==> src/design/btp_pkg.sv <==
// Shared types and codes for the BER-TLV stream parser.
// No dependencies; every other design file but btp_fifo refers to it by scoped names.
package btp_pkg;

    localparam int BYTE_W   = 8;
    localparam int VAL_W    = 24;
    localparam int LIM_W    = 2;
    localparam int CFG_IDX_W = 1;

    // configuration register indexes
    localparam logic [CFG_IDX_W-1:0] CFG_TAG_LIMIT = 1'd0;
    localparam logic [CFG_IDX_W-1:0] CFG_LEN_LIMIT = 1'd1;

    // byte_kind codes
    localparam logic [1:0] KIND_TAG     = 2'd0;
    localparam logic [1:0] KIND_LENGTH  = 2'd1;
    localparam logic [1:0] KIND_VALUE   = 2'd2;
    localparam logic [1:0] KIND_IGNORED = 2'd3;

    // error_code codes
    localparam logic [2:0] ERR_NONE      = 3'd0;
    localparam logic [2:0] ERR_TAG_LONG  = 3'd1;
    localparam logic [2:0] ERR_INDEF     = 3'd2;
    localparam logic [2:0] ERR_LEN_BYTES = 3'd3;
    localparam logic [2:0] ERR_TRUNC     = 3'd4;

    typedef struct packed {
        logic [BYTE_W-1:0] in_byte;
        logic              in_last;
    } t_in_item;

    typedef struct packed {
        logic [BYTE_W-1:0] out_byte;
        logic [1:0]        byte_kind;
        logic              element_start;
        logic              tag_complete;
        logic [VAL_W-1:0]  tag_value;
        logic              constructed;
        logic              length_complete;
        logic [VAL_W-1:0]  length_value;
        logic              element_end;
        logic [2:0]        error_code;
        logic              buffer_done;
    } t_out_item;

    // byte after decode by the front end
    typedef struct packed {
        logic [BYTE_W-1:0] data;
        logic              last;
        logic              tag_multi;  // low five bits all ones
        logic              cont;       // bit 7
        logic              cons_bit;   // bit 5
        logic              len_indef;  // exactly 0x80
        logic              len_over;   // long form count above the limit
        logic [1:0]        len_left;   // long form count minus one
    } t_cls_item;

endpackage

==> src/design/btp_fifo.sv <==
// Small register queue used between the parser stages and at the result side.
// Generic width; no package dependency.
module btp_fifo #(
    parameter int WIDTH = 8,
    parameter int DEPTH = 2
) (
    input  logic             i_clk,
    input  logic             i_rst_n,
    input  logic             i_push,
    input  logic [WIDTH-1:0] i_data,
    output logic             o_full,
    input  logic             i_pop,
    output logic [WIDTH-1:0] o_data,
    output logic             o_empty
);
    localparam int PTR_W = (DEPTH > 1) ? $clog2(DEPTH) : 1;
    localparam int CNT_W = $clog2(DEPTH + 1);

    logic [WIDTH-1:0] r_mem [DEPTH];
    logic [PTR_W-1:0] r_wr_ptr, r_rd_ptr;
    logic [CNT_W-1:0] r_count;
    logic             wr_en, rd_en;

    assign o_full  = (r_count == CNT_W'(DEPTH));
    assign o_empty = (r_count == '0);
    assign wr_en   = i_push && !o_full;
    assign rd_en   = i_pop && !o_empty;
    assign o_data  = r_mem[r_rd_ptr];

    always_ff @(posedge i_clk) begin
        if (!i_rst_n) begin
            r_wr_ptr <= '0;
            r_rd_ptr <= '0;
            r_count  <= '0;
        end else begin
            if (wr_en) begin
                r_wr_ptr <= (r_wr_ptr == PTR_W'(DEPTH - 1)) ? '0 : r_wr_ptr + 1'b1;
            end
            if (rd_en) begin
                r_rd_ptr <= (r_rd_ptr == PTR_W'(DEPTH - 1)) ? '0 : r_rd_ptr + 1'b1;
            end
            case ({wr_en, rd_en})
                2'b10:   r_count <= r_count + 1'b1;
                2'b01:   r_count <= r_count - 1'b1;
                default: r_count <= r_count;
            endcase
        end
    end

    always_ff @(posedge i_clk) begin
        if (wr_en) begin
            r_mem[r_wr_ptr] <= i_data;
        end
    end

endmodule

==> src/design/btp_front.sv <==
// Front end: holds the limit registers and decodes each raw byte.
// Uses btp_pkg types; feeds the decode queue in front of btp_back.
module btp_front #(
    parameter int TAG_BYTES_MAX    = 3,
    parameter int LENGTH_BYTES_MAX = 3
) (
    input  logic                             i_clk,
    input  logic                             i_rst_n,
    input  logic                             i_cfg_valid,
    input  logic [btp_pkg::CFG_IDX_W-1:0]    i_cfg_index,
    input  logic [btp_pkg::LIM_W-1:0]        i_cfg_data,
    input  btp_pkg::t_in_item                i_item,
    output btp_pkg::t_cls_item               o_cls,
    output logic [btp_pkg::LIM_W-1:0]        o_tag_lim
);
    logic [btp_pkg::LIM_W-1:0] r_tag_reg, r_len_reg;
    logic [btp_pkg::LIM_W-1:0] len_lim;
    logic [6:0]                n_cnt;

    // register raised to one if zero, then capped
    function automatic logic [btp_pkg::LIM_W-1:0] eff_limit(
        input logic [btp_pkg::LIM_W-1:0] reg_val,
        input logic [btp_pkg::LIM_W:0]   cap
    );
        logic [btp_pkg::LIM_W:0] r;
        r = (reg_val == '0) ? (btp_pkg::LIM_W+1)'(1) : {1'b0, reg_val};
        if (r > cap) begin
            r = cap;
        end
        return r[btp_pkg::LIM_W-1:0];
    endfunction

    always_ff @(posedge i_clk) begin
        if (!i_rst_n) begin
            r_tag_reg <= btp_pkg::LIM_W'(3);
            r_len_reg <= btp_pkg::LIM_W'(3);
        end else if (i_cfg_valid) begin
            unique case (i_cfg_index)
                btp_pkg::CFG_TAG_LIMIT: r_tag_reg <= i_cfg_data;
                btp_pkg::CFG_LEN_LIMIT: r_len_reg <= i_cfg_data;
                default: ;
            endcase
        end
    end

    assign o_tag_lim = eff_limit(r_tag_reg, (btp_pkg::LIM_W+1)'(TAG_BYTES_MAX));
    assign len_lim   = eff_limit(r_len_reg, (btp_pkg::LIM_W+1)'(LENGTH_BYTES_MAX));
    assign n_cnt     = i_item.in_byte[6:0];

    always_comb begin
        o_cls.data      = i_item.in_byte;
        o_cls.last      = i_item.in_last;
        o_cls.tag_multi = (i_item.in_byte[4:0] == 5'h1F);
        o_cls.cont      = i_item.in_byte[7];
        o_cls.cons_bit  = i_item.in_byte[5];
        o_cls.len_indef = (i_item.in_byte == 8'h80);
        o_cls.len_over  = (n_cnt > {5'd0, len_lim});
        o_cls.len_left  = 2'(n_cnt - 7'd1);
    end

endmodule

==> src/design/btp_back.sv <==
// Back end: TLV state machine, one decoded byte per cycle into a result item
// while the result queue has room. Uses btp_pkg types and codes.
module btp_back (
    input  logic                          i_clk,
    input  logic                          i_rst_n,
    input  logic                          i_valid,
    input  btp_pkg::t_cls_item            i_cls,
    input  logic [btp_pkg::LIM_W-1:0]     i_tag_lim,
    output logic                          o_take,
    input  logic                          i_res_full,
    output btp_pkg::t_out_item            o_res
);
    typedef enum logic [2:0] {
        PH_TAG0, PH_TAGN, PH_LEN0, PH_LENN, PH_VAL, PH_ERR
    } t_phase;

    t_phase                     r_phase, n_phase;
    logic [btp_pkg::VAL_W-1:0]  r_tag_acc, n_tag_acc;
    logic [1:0]                 r_tag_cnt, n_tag_cnt;
    logic                       r_cons, n_cons;
    logic [btp_pkg::VAL_W-1:0]  r_len_acc, n_len_acc;
    logic [1:0]                 r_len_left, n_len_left;
    logic [btp_pkg::VAL_W-1:0]  r_val_left, n_val_left;
    logic [2:0]                 r_err, n_err;
    logic                       have_len;
    logic [btp_pkg::VAL_W-1:0]  lval;

    assign o_take = i_valid && !i_res_full;

    always_comb begin
        n_phase    = r_phase;
        n_tag_acc  = r_tag_acc;
        n_tag_cnt  = r_tag_cnt;
        n_cons     = r_cons;
        n_len_acc  = r_len_acc;
        n_len_left = r_len_left;
        n_val_left = r_val_left;
        n_err      = r_err;
        have_len   = 1'b0;
        lval       = '0;

        o_res                 = '0;
        o_res.out_byte        = i_cls.data;
        o_res.byte_kind       = btp_pkg::KIND_IGNORED;
        o_res.buffer_done     = i_cls.last;

        unique case (r_phase)
            PH_TAG0: begin
                o_res.byte_kind     = btp_pkg::KIND_TAG;
                o_res.element_start = 1'b1;
                n_tag_acc           = {16'd0, i_cls.data};
                n_tag_cnt           = '0;
                n_cons              = i_cls.cons_bit;
                o_res.constructed   = i_cls.cons_bit;
                if (i_cls.tag_multi) begin
                    if (i_tag_lim <= 2'd1) begin
                        n_err = btp_pkg::ERR_TAG_LONG;
                    end else begin
                        n_phase = PH_TAGN;
                    end
                end else begin
                    o_res.tag_complete = 1'b1;
                    n_phase            = PH_LEN0;
                end
            end
            PH_TAGN: begin
                o_res.byte_kind   = btp_pkg::KIND_TAG;
                o_res.constructed = r_cons;
                n_tag_acc         = {r_tag_acc[15:0], i_cls.data};
                if (i_cls.cont) begin
                    if ({1'b0, r_tag_cnt} + 3'd2 >= {1'b0, i_tag_lim}) begin
                        n_err = btp_pkg::ERR_TAG_LONG;
                    end else begin
                        n_tag_cnt = r_tag_cnt + 2'd1;
                    end
                end else begin
                    o_res.tag_complete = 1'b1;
                    n_phase            = PH_LEN0;
                end
            end
            PH_LEN0: begin
                o_res.byte_kind   = btp_pkg::KIND_LENGTH;
                o_res.constructed = r_cons;
                if (!i_cls.cont) begin
                    lval     = {16'd0, i_cls.data};
                    have_len = 1'b1;
                end else if (i_cls.len_indef) begin
                    n_err = btp_pkg::ERR_INDEF;
                end else if (i_cls.len_over) begin
                    n_err = btp_pkg::ERR_LEN_BYTES;
                end else begin
                    n_len_left = i_cls.len_left;
                    n_len_acc  = '0;
                    n_phase    = PH_LENN;
                end
            end
            PH_LENN: begin
                o_res.byte_kind   = btp_pkg::KIND_LENGTH;
                o_res.constructed = r_cons;
                // saturate once a fourth byte would push past 24 bits
                if (r_len_acc[23:16] != 8'd0) begin
                    n_len_acc = '1;
                end else begin
                    n_len_acc = {r_len_acc[15:0], i_cls.data};
                end
                if (r_len_left == 2'd0) begin
                    lval     = n_len_acc;
                    have_len = 1'b1;
                end else begin
                    n_len_left = r_len_left - 2'd1;
                end
            end
            PH_VAL: begin
                o_res.byte_kind   = btp_pkg::KIND_VALUE;
                o_res.constructed = r_cons;
                if (r_val_left <= 24'd1) begin
                    n_val_left        = '0;
                    o_res.element_end = 1'b1;
                    n_phase           = PH_TAG0;
                end else begin
                    n_val_left = r_val_left - 24'd1;
                end
            end
            PH_ERR: ;
            default: ;
        endcase

        if (o_res.tag_complete) begin
            o_res.tag_value = n_tag_acc;
        end

        if (have_len) begin
            o_res.length_complete = 1'b1;
            o_res.length_value    = lval;
            if (n_cons) begin
                n_phase = PH_TAG0;
            end else if (lval == '0) begin
                o_res.element_end = 1'b1;
                n_phase           = PH_TAG0;
            end else begin
                n_val_left = lval;
                n_phase    = PH_VAL;
            end
        end

        if (n_err != btp_pkg::ERR_NONE) begin
            n_phase = PH_ERR;
        end else if (i_cls.last && n_phase != PH_TAG0) begin
            n_err = btp_pkg::ERR_TRUNC;
        end
        o_res.error_code = n_err;

        // end of buffer returns everything to idle
        if (i_cls.last) begin
            n_phase    = PH_TAG0;
            n_tag_acc  = '0;
            n_tag_cnt  = '0;
            n_cons     = 1'b0;
            n_len_acc  = '0;
            n_len_left = '0;
            n_val_left = '0;
            n_err      = btp_pkg::ERR_NONE;
        end
    end

    always_ff @(posedge i_clk) begin
        if (!i_rst_n) begin
            r_phase    <= PH_TAG0;
            r_tag_acc  <= '0;
            r_tag_cnt  <= '0;
            r_cons     <= 1'b0;
            r_len_acc  <= '0;
            r_len_left <= '0;
            r_val_left <= '0;
            r_err      <= btp_pkg::ERR_NONE;
        end else if (o_take) begin
            r_phase    <= n_phase;
            r_tag_acc  <= n_tag_acc;
            r_tag_cnt  <= n_tag_cnt;
            r_cons     <= n_cons;
            r_len_acc  <= n_len_acc;
            r_len_left <= n_len_left;
            r_val_left <= n_val_left;
            r_err      <= n_err;
        end
    end

endmodule

==> src/design/ber_tlv_stream_parser.sv <==
// Top level of the BER-TLV stream parser: decode front end, decode queue,
// TLV state machine and result queue. Depends on btp_pkg, btp_fifo, btp_front, btp_back.
//
//   channel   handshake                   payload
//   input     push / full                 i_in  (t_in_item)
//   result    pop / empty                 o_out (t_out_item)
//   config    i_cfg_valid / o_cfg_ready   i_cfg_index, i_cfg_data
//
// One byte per cycle while the result side keeps popping; a pushed byte is held in the
// decode queue, then written to the result queue. The back-end FSM sets the rate.
// Reset is synchronous and empties both queues; limits return to 3.
// A stalled result side fills the result queue, then the decode queue, then
// raises full. Config is always ready.
module ber_tlv_stream_parser #(
    parameter int TAG_BYTES_MAX    = 3,
    parameter int LENGTH_BYTES_MAX = 3
) (
    input  logic                          i_clk,
    input  logic                          i_rst_n,
    input  logic                          push,
    output logic                          full,
    input  btp_pkg::t_in_item             i_in,
    input  logic                          pop,
    output logic                          empty,
    output btp_pkg::t_out_item            o_out,
    input  logic                          i_cfg_valid,
    output logic                          o_cfg_ready,
    input  logic [btp_pkg::CFG_IDX_W-1:0] i_cfg_index,
    input  logic [btp_pkg::LIM_W-1:0]     i_cfg_data
);
    localparam int CLS_W = $bits(btp_pkg::t_cls_item);
    localparam int RES_W = $bits(btp_pkg::t_out_item);

    btp_pkg::t_cls_item        front_cls, back_cls;
    btp_pkg::t_out_item        back_res;
    logic [btp_pkg::LIM_W-1:0] tag_lim;
    logic                      cls_empty, back_take, res_full;

    assign o_cfg_ready = 1'b1;

    btp_front #(
        .TAG_BYTES_MAX    (TAG_BYTES_MAX),
        .LENGTH_BYTES_MAX (LENGTH_BYTES_MAX)
    ) u_front (
        .i_clk       (i_clk),
        .i_rst_n     (i_rst_n),
        .i_cfg_valid (i_cfg_valid),
        .i_cfg_index (i_cfg_index),
        .i_cfg_data  (i_cfg_data),
        .i_item      (i_in),
        .o_cls       (front_cls),
        .o_tag_lim   (tag_lim)
    );

    btp_fifo #(
        .WIDTH (CLS_W),
        .DEPTH (2)
    ) u_cls_q (
        .i_clk   (i_clk),
        .i_rst_n (i_rst_n),
        .i_push  (push),
        .i_data  (front_cls),
        .o_full  (full),
        .i_pop   (back_take),
        .o_data  (back_cls),
        .o_empty (cls_empty)
    );

    btp_back u_back (
        .i_clk      (i_clk),
        .i_rst_n    (i_rst_n),
        .i_valid    (!cls_empty),
        .i_cls      (back_cls),
        .i_tag_lim  (tag_lim),
        .o_take     (back_take),
        .i_res_full (res_full),
        .o_res      (back_res)
    );

    btp_fifo #(
        .WIDTH (RES_W),
        .DEPTH (2)
    ) u_res_q (
        .i_clk   (i_clk),
        .i_rst_n (i_rst_n),
        .i_push  (back_take),
        .i_data  (back_res),
        .o_full  (res_full),
        .i_pop   (pop),
        .o_data  (o_out),
        .o_empty (empty)
    );

endmodule

==> config.mk <==
export PLATFORM = sky130hd
export DESIGN_NAME = ber_tlv_stream_parser
export DESIGN_NICKNAME = d
export VERILOG_FILES = /design/src/design/btp_pkg.sv /design/src/design/btp_fifo.sv /design/src/design/btp_front.sv /design/src/design/btp_back.sv /design/src/design/ber_tlv_stream_parser.sv
export SDC_FILE = /design/constraint.sdc
export NUM_CORES = 1
export LEC_CHECK = 0
export BUFFER_PORTS_ARGS = -buffer_cell sky130_fd_sc_hd__buf_2
export CORE_AREA = 2 2 144 146
export CTS_BUF_LIST = sky130_fd_sc_hd__clkbuf_4
export CTS_CLUSTER_DIAMETER = 100
export DETAILED_ROUTE_END_ITERATION = 7
export DIE_AREA = 0 0 146 148
export PLACE_DENSITY = 0.77
export SLEW_MARGIN = 10
export SYNTH_ARGS = -nofsm -noshare
export SYNTH_HDL_FRONTEND = slang
export SYNTH_SLANG_ARGS = --single-unit
==> constraint.sdc <==
create_clock -name i_clk -period 3.81 [get_ports i_clk]
set_input_delay 0 -clock i_clk [delete_from_list [all_inputs] [get_ports i_clk]]
set_output_delay 0 -clock i_clk [all_outputs]
set_load 0.05 [all_outputs]
Word-level counts from Yosys, hierarchy flattened
Memories as Yosys holds them, arrays and structs flattened. A register that Yosys moved wholly into a read port is not among the register bits.
Cells that the tools add are included.
{ "word_totals": {"elab_cells": 173, "inputBits": 17, "output_inout_bits": 70, "latchBits": 0, "mem_bits_ro": 0, "memories": 2, "register_bits": 95, "ram_bits": 166} }
{ "classes": {"mul": 0, "n_shift": 0, "addsub": 13, "n_div": 0, "n_lt_le_gt_ge": 6, "bitwise_logic": 1, "n_mux": 85, "n_reduce_logical": 32, "eq_ne": 18} }
{ "memory_table": {"columns": ["name", "words", "word_bits", "read_ports", "rd_ports_with_merged_regs", "wr", "line_no", "source"], "rows": [
  ["u_res_q.r_mem", 2, 67, 1, 1, 1, "btp_fifo.sv:19", "logic [WIDTH-1:0] r_mem [DEPTH];"],
  ["u_cls_q.r_mem", 2, 16, 1, 1, 1, "btp_fifo.sv:19", null]
]} }
{ "op_table": {"columns": ["op", "n"], "rows": [
  ["two-way mux 24 bit", 14],
  ["case mux 24 bit (2 select lines)", 3],
  ["two-way mux 3 bit", 22],
  ["two-way mux 26 bit", 1],
  ["less-or-equal comparator 24 x 1 -> 1 bit (second input constant)", 1],
  ["logical NOT 24 bit", 1],
  ["two-way mux 2 bit", 12],
  ["subtractor 24 x 1 -> 24 bit (second input constant)", 1],
  ["two-way mux 1 bit", 22],
  ["case mux 2 bit (2 select lines)", 4],
  ["inequality test 3 x 2 -> 1 bit (second input constant)", 4],
  ["case mux 3 bit (4 select lines)", 1],
  ["nonzero test 3 bit", 4],
  ["logical NOT 2 bit", 5],
  ["case mux 3 bit (3 select lines)", 1],
  ["== test 2 bit (second input constant)", 4],
  ["== test 8 bit (second input constant)", 1],
  ["two-way mux 8 bit", 1],
  ["nonzero test 8 bit", 1],
  ["subtractor 2 x 1 -> 2 bit (second input constant)", 4],
  ["greater-than comparator 7 x 2 -> 1 bit", 1],
  ["adder 2 x 1 -> 2 bit (second input constant)", 3],
  ["== test 3 x 2 -> 1 bit (second input constant)", 2],
  ["greater-than comparator 3 x 2 -> 1 bit (second input constant)", 2],
  ["other kinds (22)", 40]
]} }

Longest topological paths before layout
{ "logic_depth": {"depth_word": 14, "ltp_mapped": 10} }

Cells and area by module
From an unflattened synthesis, not the netlist that was laid out.
{ "unflattened": {"hier_cells": 958, "hier_area_um2": 11214.5} }
{ "by_module_without_submodules": {"columns": ["mod", "area_each_um2", "cells_each", "seq_area_each_um2", "instances"], "rows": [
  ["btp_fifo at u_res_q", 5057.4, 234, 4124.0, 1],
  ["btp_back", 4399.2, 599, 1501.4, 1],
  ["btp_fifo at u_cls_q", 1387.6, 76, 1061.0, 1],
  ["btp_front", 355.3, 46, 80.1, 1],
  ["ber_tlv_stream_parser", 15.0, 3, 0.0, 1]
]} }

Least setup slack after synthesis
OpenSTA, ideal clock, no wires.
{ "synth_path": {"path_type": "register -> register", "from": "register u_res_q.r_count[0]", "to": "memory u_res_q.r_mem[0][0] (netlist bit), enable pin", "t_arrival_ns": 3.630, "setup_ns": 0.493, "slack_ns": -0.313, "stages_incl_launch_ff": 4, "required_time_ns": 3.317, "path_cell_list": "dfxtp_1 -> o22ai_1 -> clkbuf_1 -> nor2_1"} }
{ "synth_between": {"elab_chain_len": 6} }
{ "synth_lines": {"columns": ["item", "line_no", "source"], "rows": [
  ["start, declared", "btp_fifo.sv:21", "logic [CNT_W-1:0] r_count;"],
  ["start signal, assigned", "btp_fifo.sv:43", "2'b10: r_count <= r_count + 1'b1;"],
  ["start signal, assigned", "btp_fifo.sv:44", "2'b01: r_count <= r_count - 1'b1;"],
  ["start signal, assigned", "btp_fifo.sv:45", "default: r_count <= r_count;"],
  ["== test 2 bit (*)", "btp_fifo.sv:24", "assign o_full = (r_count == CNT_W'(DEPTH));"],
  ["logical NOT 1 bit (*)", "btp_fifo.sv:26, btp_back.sv:28", null],
  ["logical AND 1 bit", "btp_back.sv:28", "assign o_take = i_valid && !i_res_full;"],
  ["logical AND 1 bit (*)", "btp_fifo.sv:26", "assign wr_en = i_push && !o_full;"],
  ["two-way mux 1 bit (*)", "btp_fifo.sv:51", "if (wr_en) begin"],
  ["two-way mux 1 bit (not written as such) (*)", "btp_fifo.sv:52", "r_mem[r_wr_ptr] <= i_data;"],
  ["end, declared", "btp_fifo.sv:19", null]
]} }
Every way passes the cells marked *; elsewhere a longest branch is shown, timed or not.

==> run_results.csv <==
group,metric,value,unit
status,status,"finished, final reports clean",
final_layout,final_core_util,0.638,
logic_synthesis,netlist_top_cells_area,"edfxtp_1 44%, dfxtp_1 16%, mux2_2 7.2%",
worst_setup_path,critPathBufInv,1,
worst_setup_path,worstPathArrival,3530,ps
placement,portBuffers,85,
routing,drc,0,
sta,period_needed,3000,ps
die,die_area,21600,sq um
final_layout,largest-register,"u_res_q.r_mem",
worst_setup_path,crit_type,"reg -> reg",
routing,detail-route-antenna-nets,0,
die,die_y,148,microns
routing,wirelength,25500,microns
sta,finClkSkew,56.8,ps
global_route,grt_overflow,0,
cts,cts_resized,0,
routing,drt_iter0_markers,873,
cts,cts_tree,"built",
sta,finalHoldViolations,0,
final_layout,reg_top3,"u_res_q.r_mem: 134 flops, u_cls_q.r_mem: 28 flops",
global_route,grt_max_degree,68,
pwr,internal_power,6.35,mW
min_path,hp-start,"i_in[8]",
worst_setup_path,cp_common_cell,"mux2i_2",
logic_synthesis,synth_area_leader_cell,"edfxtp_1",
logic_synthesis,ys_async_sr_fraction,0,
worst_setup_path,r2r-end,"u_back.r_val_left[6]$_SDFFE_PN0P_",
logic_synthesis,syn_inst,944,
cts,clock-sinks,251,
worst_setup_path,cp_num_cells,8,
routing,vias_per_cell,5.79,
final_layout,instances_no_fill,1406,
min_path,worstHoldEndpoint,"u_cls_q.r_mem[1][5]$_DFFE_PP_",
logic_synthesis,syn-num-nets,973,
sta,slew_headroom,0.187,
logic_synthesis,synth_warnings,0,
worst_setup_path,cpPeakStageDelay,520,ps
placement,dpl_worst_slack,938,ps
logic_synthesis,seq_area_frac_synth,0.605,
cts,clock_path_buffers,3,
worst_setup_path,endpoint_kind,"flip-flop",
logic_synthesis,synth_cell_type_count,76,
pwr,combPwrFrac,0.424,
cts,clock_tree.htree_level_count,2,
pwr,p_leak,4.68,nW
flow_run,max_cap_violations,0,
die,ios,87,
die,rows,52,
global_route,antenna_found_initial,1,
logic_synthesis,synthesis.area,11000,sq um
worst_setup_path,cp_slowest_cell,"mux2i_2",
logic_synthesis,synth.avg_cell_area,11.6,sq um
sta,final-max-slew-violation-count,0,
logic_synthesis,synth_edf_count,162,
pwr,clockPowerShare,0.214,
final_layout,num-nets-final,1112,
pwr,peakVddDrop,0.501,mV
sta,setup-tns-final,0,ps
routing,wl_per_cell,18.1,microns
final_layout,syn_to_final_growth,16.3,%
worst_setup_path,crit_chain,"mux2i_2 -> inv_1 -> mux2i_2 -> and2_1 -> a21bo_2 -> nand2_1 -> nand3_1 -> a32o_1",
final_layout,fillers,1570,
logic_synthesis,synthFlopType,"edfxtp_1",
logic_synthesis,synth_most_common_cell,"edfxtp_1",
cts,root_buffer,"clkbuf_4",
sta,finalSetupViolCount,0,
placement,place_hpwl,16700,microns
pwr,sequentialPowerShare,0.362,
global_route,grt_pass1_wl,40500,microns
global_route,grt_pass1_vias,7873,
min_path,holdPathStages,2,
final_layout,largest_reg_flops,134,
logic_synthesis,ys_seq_elements,251,
worst_setup_path,cp.required,4350,ps
routing,num_vias,8135,
pwr,sw_frac_of_total,0.429,
worst_setup_path,path_max_fanout,14,
sta,post-route-period-util,0.786,
sta,rsz0062_at_grt,"no",
pwr,p_per_area,870,nW/um^2
min_path,worstHoldPathType,"in -> reg",
worst_setup_path,r2r_setup_slack,810,ps
pwr,switchingPower,4.78,mW
cts,cts_hold_buf,24,
worst_setup_path,cp-start-kind,"flip-flop",
die,die_x,146,microns
die,start_util,0.549,
cts,cts_buffers,60,
global_route,grt_util_all_layers,0.235,
routing,drt-pass1-iter-count,5,
sta,max_freq,334,MHz
placement,place_inst,1267,
cts,post_cts_buffers,0,
logic_synthesis,synth_common_cells,"162 x edfxtp_1, 134 x nor2_1, 89 x dfxtp_1",
logic_synthesis,synth_top_area_frac,0.443,
worst_setup_path,reg2reg_depth,8,
cts,clk_pin_slew,60,ps
final_layout,drive_gt1_frac,0.275,
worst_setup_path,crit_family,"multiplexers",
die,coreArea,20000,sq um
placement,gp_congestion,0.940,
sta,tightestPinTransition,1220,ps
sta,worst_slack,814,ps
cts,clock_latency,700,ps
## per-stage QoR
step / hold WS [ps] / power [mW] / instance area (sq um)
finish: 50.2 / 11.1 / 12800
global route: 4.99 / 11.6 / 12800
CTS: 4.44 / 11.2 / 12800
detailed placement: 205 / 8.76 / 11700
global placement: 200 / 8.66 / 11700
floorplan: 98.9 / 7.65 / 11000
## power groups by stage
stage | Clock [mW] | Sequential (mW) | Combinational (mW)
2_1_floorplan | 0 | 3.94 | 3.71
3_3_place_gp | 0 | 4.05 | 4.61
3_5_place_dp | 0 | 4.09 | 4.67
4_1_cts | 2.42 | 4.03 | 4.71
5_1_grt | 2.56 | 4.10 | 4.98
6_report | 2.38 | 4.03 | 4.72
## layout by cell type, fill, tap and decap left out, types with 20 or more instances in the layout
cell type	n
a21oi_1	47
a22oi_1	20
and2_1	20
buf_2	85
clkbuf_4	102
dfxtp_1	88
dlygate4sd3_1	24
edfxtp_1	162
inv_1	22
mux2_2	70
nand2_1	51
nand3_1	26
nor2_1	133
nor3_1	44
## area by class of cell
type	count	area, sq um	share of cell area
Clock buffer	102	766	0.0599
Sequential cell	251	6650	0.520
Antenna cell	2	5.00	0.000391
Multi-Input combinational cell	618	4040	0.316
Tap cell	270	338	0.0264
Inverter	26	97.6	0.00763
Timing Repair Buffer	126	793	0.0620
Clock inverter	11	100	0.00783
## how the worst max path moves through the flow
stage,end
after floorplan,u_res_q.r_mem[0][0]$_DFFE_PP_
after global placement,u_back.r_val_left[21]$_SDFFE_PN0P_
after detailed placement,u_back.r_val_left[6]$_SDFFE_PN0P_
after CTS,u_back.r_val_left[6]$_SDFFE_PN0P_
after global routing,u_back.r_val_left[6]$_SDFFE_PN0P_
final,u_back.r_val_left[6]$_SDFFE_PN0P_
## worst reg2reg max path: cells and delay by family (launching register included)
kind / cells / cell delay (ps)
AOI/OAI and AO/OA: 2 / 510
muxes: 2 / 930
DFF: 1 / 400
buffers and inverters: 1 / 220
and+or+nand+nor: 3 / 780
## per-layer routing
metal / global-route usage / part of all wire / vias up / wire length [microns]
met2: 0.388 / 0.47 / 396 / 12000
met5: 0 / 0 / - / 0
met1: 0.314 / 0.43 / 3868 / 10900
met3: 0.0475 / 0.079 / 60 / 2000
li1: - / - / 3811 / -
met4: 0.0791 / 0.023 / 0 / 588
## cells by family after synthesis
kind of cell             after synthesis  share of synthesized area
AND/OR/NAND/NOR                      344                      0.154
flip-flops                           251                      0.605
AO/OA/AOI/OAI                        160                     0.0990
multiplexers                          84                     0.0858
buffers and inverters                 75                     0.0289
XOR/XNOR                              17                     0.0135
adder cells (fa/ha/maj)               12                     0.0137
other                                  1                   0.000341
No activity file was read; power rests on OpenSTA's default activity.
